<file path="src/sv/bmsc_ram.sv">
// Generic single-write, single-read synchronous RAM with registered read data.
module bmsc_ram #(
    parameter int WIDTH  = 64,
    parameter int DEPTH  = 64,
    parameter int ADDR_W = (DEPTH > 1) ? $clog2(DEPTH) : 1
) (
    input  logic                  clk,
    input  logic                  we,
    input  logic [ADDR_W-1:0]     waddr,
    input  logic [WIDTH-1:0]      wdata,
    input  logic                  re,
    input  logic [ADDR_W-1:0]     raddr,
    output logic [WIDTH-1:0]      rdata
);

    logic [WIDTH-1:0] mem [DEPTH];

    // Write port
    always_ff @(posedge clk)
    begin
        if (we)
        begin
            mem[waddr] <= wdata;
        end
    end

    // Registered read port
    always_ff @(posedge clk)
    begin
        if (re)
        begin
            rdata <= mem[raddr];
        end
    end

endmodule

</file>
<file path="config.mk">
export PLATFORM = sky130hd
export DESIGN_NAME = bmsc_ram
export DESIGN_NICKNAME = d
export VERILOG_FILES = /design/src/sv/bmsc_ram.sv
export SDC_FILE = /design/constraint.sdc
export NUM_CORES = 2
export LEC_CHECK = 0
export ABC_AREA = 1
export BUFFER_PORTS_ARGS = -buffer_cell sky130_fd_sc_hd__buf_2
export CAP_MARGIN = 30
export CORE_UTILIZATION = 40
export CTS_CLUSTER_SIZE = 30
export DETAILED_ROUTE_END_ITERATION = 8
export PLACE_DENSITY = 0.54
export REMOVE_ABC_BUFFERS = 1
export SYNTH_ARGS = -nofsm -noshare
export SYNTH_HDL_FRONTEND = slang
export SYNTH_SLANG_ARGS = --single-unit
</file>
<file path="constraint.sdc">
create_clock -name clk -period 13 [get_ports clk]
set_clock_uncertainty 0.2 [all_clocks]
set_input_delay 2.6 -clock clk [delete_from_list [all_inputs] [get_ports clk]]
set_output_delay 2.6 -clock clk [all_outputs]
set_load 0.01 [all_outputs]
</file>
* Word level (Yosys, flattened, before mapping)
Memory sizes are Yosys's and may differ from the RTL's. A register that Yosys moved wholly into a read port is not among the register bits.
Cells that the tools add are included.
** Word-level totals
- Bits in read-only memories :: 0
- Memories kept :: 1
- Output and inout port bits :: 64
- Bits in latches :: 0
- Bits in writable memories :: 4096
- Register bits after elaboration :: 0
- Bits of input ports :: 79
** Memory list
- mem :: depth 64, width 64, rd ports 1, clocked after Yosys merged registers in 1, wr ports 1, RTL line 16 : logic [WIDTH-1:0] mem [DEPTH];
** Cells by class
- Bitwise operators :: 0
- Equal/unequal tests :: 0
- Mux-type cells :: 2
- $mul :: 0
- Div/mod/pow operators :: 0
- Reduce and logical (&&, ||, !) cells :: 0
- $add $sub $neg :: 0
- Shift-type cells :: 0
- Magnitude comparators :: 0
** Operators with widths (number)
- $mux 1 :: 2

* Longest topological paths before layout
- Depth in word-level cells :: 2
- Gate-level depth with buffers :: 13
- Mapped depth without buffers :: 9

* Worst setup path after synthesis
OpenSTA, ideal clock, no wires.
- Path type :: in2reg
- From :: input port we
- To :: memory mem[48][0] (enable)
- Setup slack :: 2.918 ns
- Arrival time :: 9.236 ns
- Data required time :: 12.154 ns
- Stages on the path :: 3
- Buffers on the path :: 1
- Path through :: clkbuf_1 -> nand4_1 -> nor4_1
** Between the ends
- Longest elaborated chain between the ends :: 2
** RTL lines
- start: declaration :: RTL line 8 : input logic we,
- $mux 1 :: RTL line 21 : if (we)
- $mux 1 (implied by the code) :: RTL line 23 : mem[waddr] <= wdata;
- end: declaration :: RTL line 16
Every way passes these cells.

==> metrics.yaml <==
clock_network:
  htree_levels: 5
  clk_pin_slew_ns: 0.06
  cts_buffers: 439
  clkLatencyLatePin_ns: 0.99
  cts_sinks: 4160
  post_cts_buffers: 0
  cts_tree: "yes"
  hold_buffers: 0
  cts_resized: 0
  cts_root_buffer: "clkbuf_16"
  cts_buffer_depth: 4
worst_setup_path:
  critPathMaxFanout: 87
  required_ns: 13.67
  critPathLaunchType: "input port"
  reg2regPathDepth: 8
  ff2ff_setup_slack_ns: 11.03
  rr_startpoint: "mem[1][44]"
  crit_arrival_ns: 6.72
  critPathCaptureType: "register"
  r2r-end: "rdata[44]"
  critPathKind: "input port to register"
logic_synthesis:
  synth.most_common_cell: "nand2_1"
  synth_warnings: 0
  avgSynthCellArea_um2: 12.38
  synthTopCellsByCount: "nand2_1 (4416), edfxtp_1 (4160), nand3_1 (3847), buf_2 (501), clkbuf_1 (147)"
  synth_top_area_share_pct: 75.28
  synth_largest_area_cell: "edfxtp_1"
  ys_types: 15
  synthCells: 13410
  synth_seq_cells: 4160
  async_reset_ff_share_pct: 0
  synth_flop_cell: "edfxtp_1"
  synth_area_um2: 165900
  synth_edf_count: 4160
  ys_seq_area_share_pct: 75.28
  ys_top_cells_by_area: "edfxtp_1 (75%), nand3_1 (12%), nand2_1 (10%)"
drt:
  ant_nets: 0
  vias: 109000
  first_iter_violations: 13010
  wl_per_cell_um: 27.83
  drt_wl_total_um: 536900
  drt-pass1-iter-count: 8
  viasPerCell: 5.651
  drc_errors: 0
final_layout:
  stdcell_count: 19290
  fin_nets: 13500
  drive_gt1_share_pct: 8.024
  syn2layout_area_growth_pct: 12.43
  fill_cells: 36970
timing:
  worst_hold_slack_ns: 0.6527
  hold_viol_final: 0
  drv_slew: 0
  tns_ns: 0
  finalSetupViolations: 0
  rsz0062_at_grt: "no"
  max_slew_margin_pct: 17.27
  max_freq_ghz: 0.1654
  fin_ws_ns: 6.955
  tightest_slew_ns: 1.241
  min_period_ns: 6.045
  period_share_pct: 46.50
status:
  outcome: "completed"
job:
  cap_violations: 0
global_route:
  grt_max_degree: 184
  gr-total-overflow: 0
  grt_pass1_vias: 101800
  antenna_found_initial: 27
  grt_use_total_pct: 25.16
  grt_pass1_wl_um: 762400
power:
  ir_drop_mv: 0.1063
  p_int_uw: 21890
  comb_power_share_pct: 5.7
  pwr-share-clk_pct: 41.8
  p_sw_uw: 6546
  power_density_nw_per_um2: 152.4
  p_leak_uw: 0.06481
  finalPower_uw: 28440
  swShare_pct: 23.02
  p_seq_share_pct: 52.5
floorplan:
  die-area_um2: 417400
  fp.dieW_um: 646.1
  core_um2: 413100
  initial_utilization_pct: 40.17
  die_h_um: 646.1
  fp-row-count: 236
  ios: 143
min_path:
  hold_path_end: "rdata[21]"
  hp-class: "register to register"
  worstHoldStart: "mem[40][21]"
  hold_path_depth: 8
placement:
  dpl_worst_slack_ns: 6.026
  dp.cells: 18440
  io_buffers: 142
  hpwl_um: 265600
  place_congestion: 0.7788
## kinds of logic (layout without fill, tap and decap cells)
logic type,Yosys count,count (layout),synth area share [%]
AND/OR/NAND/NOR,8336,8336,21.78
flip-flops,4160,4160,75.28
buffers and inverters,909,1288,2.941
other,0,36,0
## through the flow
step                      instance area, um^2  util [%]
after floorplan                        161100         -
after global placement                 171500     41.52
after detailed placement               172700     41.81
after CTS                              186100     45.05
after global routing                   186500     45.16
final                                  186600     45.17
## worst max-delay path by stage
stage,cells past startpoint,slack (ns),to,from
2_1_floorplan,9,-0.04,rdata[14],raddr[0]
3_3_place_gp,13,6.06,rdata[33],raddr[0]
3_5_place_dp,13,6.03,rdata[14],raddr[0]
4_1_cts,13,7.10,rdata[14],raddr[0]
5_1_grt,13,6.68,rdata[60],raddr[0]
6_report,13,6.95,rdata[14],raddr[0]
## critical path, stage by stage
cell	delay (ns)
buf_12	0.31
buf_4	0.54
buf_4	0.64
buf_4	0.68
buf_4	0.82
nand2_1	0.15
nand3_1	0.14
nand3_1	0.09
nand3_1	0.12
nand3_1	0.10
nand2_1	0.10
nand2_1	0.05
nand2_1	0.08
## flip-flops by register name (all words and copies together), names as in the netlist
signal  count
mem      4096
rdata      64
## per-layer routing
metal | global-route usage (%) | up-vias | part of all wire [%]
met5 | 0 | - | 0.011
met4 | 8.146 | 10 | 3.4
met3 | 3.497 | 851 | 7.9
met2 | 40.26 | 4732 | 46
met1 | 35.52 | 55400 | 42
li1 | - | 48040 | -
## power by group through the flow
stage	clock, uW	combinational, uW	sequential [uW]
2_1_floorplan	0	879	15200
5_1_grt	12500	1760	14900
3_3_place_gp	0	1580	15200
3_5_place_dp	0	1610	15200
4_1_cts	12100	1610	14900
6_report	11900	1620	14900
## cell type report
type                    instances  area [um^2]  area share [%]
flip-flops and latches       4160       124900           66.95
multi-input cells            8336        36620           19.63
clock buffers                 563        11540           6.183
well taps                    5474         6849           3.671
repair buffers                472         4603           2.467
clock inverters               241         1859          0.9965
inverters                      12        105.1         0.05633
diodes                         36        90.09         0.04828
## layout by cell type (no fill, tap or decap)
cell type,count
buf_12,86
buf_16,14
buf_2,135
buf_4,230
buf_6,3
buf_8,4
bufinv_16,18
clkbuf_1,120
clkbuf_16,443
clkinv_1,120
clkinv_16,8
clkinv_2,73
clkinv_4,1
clkinv_8,5
clkinvlp_4,3
diode_2,36
edfxtp_1,4160
inv_1,6
inv_16,5
inv_6,10
inv_8,4
nand2_1,4416
nand3_1,3847
nand4_1,9
nor2_4,56
nor4_2,8
Power figures use the tool's default switching activity.
