`src/sv/bmsc_pkg.sv`:
```
// Shared types, operation codes and helper functions for the bitmap block.
package bmsc_pkg;

    // Operation codes carried on the operation port
    typedef logic [1:0] op_t;
    localparam op_t OP_TEST  = 2'd0;
    localparam op_t OP_SET   = 2'd1;
    localparam op_t OP_CLEAR = 2'd2;

    // Field widths fixed by the interface
    localparam int INDEX_W   = 16;
    localparam int HIGH_W    = 12;
    localparam int MAX_BITS  = 64;
    localparam int MSB_W     = 6;

    // Word index width large enough for the largest word count
    localparam int WIDX_W    = 10;

    // Flags searched per group in the first search stage
    localparam int GROUP_SIZE = 32;
    localparam int GROUP_W    = 5;

    // Divide-by-word-size reciprocal: shift and coefficient width
    localparam int RECIP_SHIFT = 32;
    localparam int RECIP_W     = 30;

    // Result of the highest nonzero word search
    typedef struct packed {
        logic              found;
        logic [WIDX_W-1:0] word;
    } search_result_t;

    // Position of the highest set bit, 0 when the word is zero
    function automatic logic [MSB_W-1:0] msb64(input logic [MAX_BITS-1:0] w);
        logic [MSB_W-1:0] pos;
        pos = '0;
        for (int i = 0; i < MAX_BITS; i++)
        begin
            if (w[i])
            begin
                pos = MSB_W'(i);
            end
        end
        return pos;
    endfunction

endpackage

```
`src/sv/bmsc_flag_search.sv`:
```
// Two-stage registered search for the highest word whose nonzero flag is set.
module bmsc_flag_search #(
    parameter int NUM_WORDS = 64
) (
    input  logic                        clk,
    input  logic                        rst_n,
    input  logic [NUM_WORDS-1:0]        flags,
    output bmsc_pkg::search_result_t    result
);

    localparam int NG = (NUM_WORDS + bmsc_pkg::GROUP_SIZE - 1) / bmsc_pkg::GROUP_SIZE;
    localparam int GW = (NG > 1) ? $clog2(NG) : 1;
    localparam int PW = NG * bmsc_pkg::GROUP_SIZE;

    logic [PW-1:0]                       padded;
    logic [NG-1:0]                       grp_nz;
    logic [GW-1:0]                       gsel;
    logic [GW-1:0]                       gsel_reg;
    logic                                gany_reg;
    logic [bmsc_pkg::GROUP_SIZE-1:0]     slice;
    logic [bmsc_pkg::GROUP_W-1:0]        bsel;
    logic [GW+bmsc_pkg::GROUP_W-1:0]     wfull;

    assign padded = PW'(flags);

    // Stage one: pick the highest nonempty group
    always_comb
    begin
        gsel = '0;
        for (int g = 0; g < NG; g++)
        begin
            grp_nz[g] = |padded[g*bmsc_pkg::GROUP_SIZE +: bmsc_pkg::GROUP_SIZE];
            if (grp_nz[g])
            begin
                gsel = GW'(g);
            end
        end
    end

    // Stage two: pick the highest flag inside the chosen group
    always_comb
    begin
        slice = padded[gsel_reg*bmsc_pkg::GROUP_SIZE +: bmsc_pkg::GROUP_SIZE];
        bsel  = '0;
        for (int b = 0; b < bmsc_pkg::GROUP_SIZE; b++)
        begin
            if (slice[b])
            begin
                bsel = bmsc_pkg::GROUP_W'(b);
            end
        end
        wfull = {gsel_reg, bsel};
    end

    // Hold the stage registers
    always_ff @(posedge clk or negedge rst_n)
    begin
        if (!rst_n)
        begin
            gsel_reg     <= '0;
            gany_reg     <= 1'b0;
            result.found <= 1'b0;
            result.word  <= '0;
        end
        else
        begin
            gsel_reg     <= gsel;
            gany_reg     <= |grp_nz;
            result.found <= gany_reg;
            result.word  <= bmsc_pkg::WIDX_W'(wfull);
        end
    end

endmodule

```
`config.mk`:
```
export PLATFORM = sky130hd
export DESIGN_NAME = bmsc_flag_search
export DESIGN_NICKNAME = d
export VERILOG_FILES = /design/src/sv/bmsc_pkg.sv /design/src/sv/bmsc_flag_search.sv
export SDC_FILE = /design/constraint.sdc
export NUM_CORES = 1
export LEC_CHECK = 0
export BUFFER_PORTS_ARGS = -buffer_cell sky130_fd_sc_hd__clkbuf_2
export CAP_MARGIN = 20
export CORE_ASPECT_RATIO = 2
export CORE_MARGIN = 5
export CORE_UTILIZATION = 41
export DETAILED_ROUTE_END_ITERATION = 16
export HOLD_SLACK_MARGIN = 0.06
export PLACE_DENSITY = 0.8
export SLEW_MARGIN = 30
export SYNTH_ARGS = -nofsm -noshare
export SYNTH_HDL_FRONTEND = slang
export SYNTH_SLANG_ARGS = --single-unit
```
`constraint.sdc`:
```
create_clock -name clk -period 2.3 [get_ports clk]
set_input_delay 0.115 -clock clk [delete_from_list [all_inputs] [get_ports clk]]
set_output_delay 0.115 -clock clk [all_outputs]
set_load 0.01 [all_outputs]
```
# Yosys cells after proc, flatten, opt, wreduce, memory -nomap -nowiden
# Cells that the tools add are included.
[totals] reg_bits=9 inputBits=66 output_inout_bits=11 wordCells=39
[classes] n_shift=1 n_mux=32 reduce_logical=2
[ops] op="5-bit 2-to-1 mux" count=30
[ops] op="64-bit OR reduction" count=1
[ops] op="64-bit by 7-bit indexed part select with 32-bit output" count=1
[ops] op="32-bit OR reduction" count=1
[ops] op="1-bit 2-to-1 mux" count=2

# Depth between registers and ports, before layout
[depth] ltp_word=32 ltp_mapped=8

# Worst setup path after synthesis
# Ideal clock, no wire load.
[synth_path] kind="flip-flop to flip-flop" start="reg gsel_reg" end="reg result[1] (netlist name)" setup_time_ps=124 t_arrival_ps=1463 required_time_ps=2176 setup_slack_ps=713 stages_incl_launch_ff=7 period_less_slack_ps=1587 cell_sequence="dfrtp_1 > buf_2 > or4_1 > nor2_1 > o21ai_0 > a21o_1 > o31a_1"
[synth_between] elab_chain_cells=31
[synth_lines] item="start, declared" line="bmsc_flag_search.sv:18" text="logic [GW-1:0] gsel_reg;"
[synth_lines] item="start signal, assigned" line="bmsc_flag_search.sv:67" text="gsel_reg <= gsel;"
[synth_lines] item="64-bit by 7-bit indexed part select with 32-bit output (*)" line="bmsc_flag_search.sv:43" text="slice = padded[gsel_reg*bmsc_pkg::GROUP_SIZE +: bmsc_pkg::GROUP_SIZE];"
[synth_lines] item="5-bit 2-to-1 mux (29 in a row)" line="bmsc_flag_search.sv:47" text="if (slice[b])"
[synth_lines] item="5-bit 2-to-1 mux (*)" line="bmsc_flag_search.sv:47"
[synth_lines] item="net bsel (one bit)" line="bmsc_flag_search.sv:21" text="logic [bmsc_pkg::GROUP_W-1:0] bsel;"
[synth_lines] item="end, declared" line="bmsc_flag_search.sv:8" text="output bmsc_pkg::search_result_t result"
# Mark *: on every way through the listed nets, which the timed path passes. The rest lies on a longest branch.

# Worst setup path after layout
[layout_path] start="reg gsel_reg" end="reg result[3] (netlist name)"
[layout_between] elab_chain_cells=30
[layout_lines] item="64-bit by 7-bit indexed part select with 32-bit output (*)" line="bmsc_flag_search.sv:43"
[layout_lines] item="5-bit 2-to-1 mux (28 in a row)" line="bmsc_flag_search.sv:47"
[layout_lines] item="5-bit 2-to-1 mux (*)" line="bmsc_flag_search.sv:47"
[layout_lines] item="net bsel (one bit)" line="bmsc_flag_search.sv:21"
# Marked as above.

==> key figures <==
Floorplan
  – IO Count: between 70 and 80
  – Die Ht: 84.5 µm
  – Die ar.: roughly 4000 µm²
  – Rows: 27
  – Core box area: 2700 µm²
  – Starting Density: 42.1%
  – Die Wd: between 40 and 50 µm

Setup path
  – CP Data Required Time: around 2.4 ns
  – R2r setup slk: about 0.41 ns
  – Worst path slowest cell: dfrtp_1
  – Critical-path maximum fanout: 19
  – Data arrival, critical path: 1.99 ns
  – FF-to-FF Start: gsel_reg$_DFF_PN0_
  – WP buf/inv: 2
  – Delay-heaviest family, CP: flip-flops
  – Worst stage delay on the critical path: around 0.58 ns
  – Startpoint types: register
  – Worst-path cell chain: buf_4, o32ai_1, inv_1, nor4_1, o21ai_0
  – CP Capture Type: register
  – Worst flop-to-flop path endpoint: result[3]$_DFF_PN0_
  – R2R cell count: 5
  – Crit Path Category: reg -> reg

Power
  – PD cells: 329 nW/µm²
  – Leakage: a little over 0.7 nW
  – Worst VDD drop: ~0.00016 V

STA
  – Max_slew headroom: a little over three fifths
  – Final Hold Violating Endpoints: 0
  – Post-route setup TNS: 0 ns
  – Fin. max-slew vios: 0
  – Fmax: ~530 MHz
  – RSZ-0062 raised after global routing: no
  – Final min period: approximately 1.9 ns
  – Worst-Margin Slew: between 0.5 and 0.6 ns
  – Final Setup Violations: 0
  – Layout Skew: 0.00395 ns
  – Fin crit share: about four fifths

Routing
  – Detailed router's first-iteration violation count: 30
  – Detailed-route via count: roughly 1600
  – Pre-antenna DRT Iters: 5
  – Drt wl/cell: roughly 15 µm
  – Routed WL: around 4000 µm
  – Vias per cell: roughly 5.8
  – Drc violations: 0
  – Antenna-violating nets left: 0

Synth
  – Number of synthesized flops with an enable pin: 0
  – Cell area after synthesis: about 1100 µm²
  – Gate Count Post-Synth: approximately 160
  – Synth warnings: 0
  – Share of flip-flops with an asynchronous set or reset: between 90% and 100%
  – Synth Area per Inst: approximately 7.0 µm²
  – Yosys cell types: between 40 and 50
  – Seq/Total Area, Yosys: between 10% and 20%
  – Ys flop type: dfrtp_1
  – Yosys reg bits: 9

Global routing
  – Pin count of the biggest net entering global routing: 20
  – GRT Util Overall: around a fifth
  – Initial antenna violation count: 0
  – Vias in the first global route: 1575
  – Grt total ovfl: 0
  – First-pass GRT wire length: 6330 µm

CTS
  – Clk_lat worst skew: 0.24 ns
  – Hold_buf cts: 1
  – CTS tree: yes
  – Number of buffers created by CTS: 3
  – Post-CTS Setup Inserts: 0
  – CTS clock-pin slew for the worst setup and hold paths: 0.05 ns
  – CTS sink count: 9
  – Clk buf depth: 2
  – Clk root buf: clkbuf_8
  – H-tree depth: 1
  – Resize count post-CTS: 0

Run
  – Max_cap viols: 0

Outcome
  – Status: finished, final reports clean

Layout
  – Max reg flops: 7
  – Design Area, Final: 1580 µm²
  – Layout Nets: a little over 300
  – Area grow syn2layout: 38.4%
  – Share of cells above drive strength 1: 36.3%
  – Inserted Diodes: 0

Placed design
  – Cell Area, Placed: approximately 1500 µm²
  – Port Buffers: approximately 70
  – RePlAce Congestion: between 0.9 and 1
  – Final HPWL DP: between 3000 and 4000 µm

Min path
  – Worst hold-check path type: in -> reg
  – Hold path cells: 3
  – Hold EP: result[0]$_DFF_PN0_
  – Hold path startpoint: flags[31]
tightest hold or removal path, delay by kind of cell:
kind / cells / cell delay (ns)
compound gates: 2 / 0.19
buf+inv: 1 / 0.11
layout by cell type (no fill, tap or decap), drive strengths merged, types with 4 or more instances in the layout:
master | Yosys | routed
clkbuf | 1 | 76
nor2 | 23 | 23
a21oi | 17 | 17
nor3 | 17 | 17
nor4 | 17 | 17
inv | 10 | 10
dfrtp | 9 | 9
nand2b | 6 | 6
o21ai | 5 | 5
o21bai | 5 | 5
nor2b | 4 | 4
conb | 1 | 4
buf | 8 | 4
per-layer routing:
| metal | track usage, % | up-vias | part of all wire [%] |
|---|---|---|---|
| met5 | 0 | - | 0 |
| met4 | 14.4 | 0 | 5.5 |
| met3 | 1.29 | 19 | 5.8 |
| met2 | 38.0 | 60 | 57 |
| met1 | 19.6 | 712 | 31 |
| li1 | - | 764 | - |
worst max-delay path by stage:
stage	slack (ns)	endpoint	depth (start not counted)	startpoint
floorplan	0.71	result[1]$_DFF_PN0_	6	gsel_reg$_DFF_PN0_
global placement	0.48	result[3]$_DFF_PN0_	5	gsel_reg$_DFF_PN0_
detailed placement	0.42	result[3]$_DFF_PN0_	5	gsel_reg$_DFF_PN0_
CTS	0.41	result[3]$_DFF_PN0_	5	gsel_reg$_DFF_PN0_
global route	0.25	result[1]$_DFF_PN0_	5	gsel_reg$_DFF_PN0_
finish	0.41	result[3]$_DFF_PN0_	5	gsel_reg$_DFF_PN0_
cells in the mapped netlist, types with 4 or more instances:
master,n,area (µm²)
buf_4,5,37.5
nor2_1,23,86.3
o21bai_1,5,37.5
nor2b_1,4,25.0
dfrtp_1,9,225
nor4_1,15,93.8
o21ai_0,5,25.0
nor3_1,16,80.1
inv_1,10,37.5
nand2b_1,6,37.5
a21oi_1,17,85.1
area by class of cell:
cell class / instances / area, µm²
multi-input combinational: 137 / 831
clock buffer: 4 / 45.0
sequential: 9 / 225
inverter: 10 / 37.5
tap: 29 / 36.3
fill: 300 / 1130
timing repair buffer: 77 / 400
cells by family after synthesis:
logic type,after synthesis,share of synthesized area (%)
flip-flops,9,19.8
AO/OA/AOI/OAI,45,26.3
buffers and inverters,19,8.24
multiplexers,2,1.87
other,1,0.329
AND/OR/NAND/NOR,86,43.5
report_power, final:
group	switching, W	leakage [nW]	internal, W
clock	0.0000675	0.0228	0.000121
combinational	0.0000907	0.606	0.0000759
sequential	0.000000908	0.0821	0.000162
total	0.000159	0.711	0.000359
per-stage QoR:
stage	utilization, %	hold slack, ns	power (W)	cells	setup WS (ns)
2_1_floorplan	-	-0.181	0.000230	165	0.713
3_3_place_gp	56.3	-0.0272	0.000327	261	0.479
3_5_place_dp	56.3	-0.0215	0.000329	261	0.419
4_1_cts	58.3	0.208	0.000522	266	0.413
5_1_grt	58.3	0.236	0.000540	266	0.251
6_report	58.3	0.209	0.000518	266	0.415
Power figures use the tool's default switching activity.
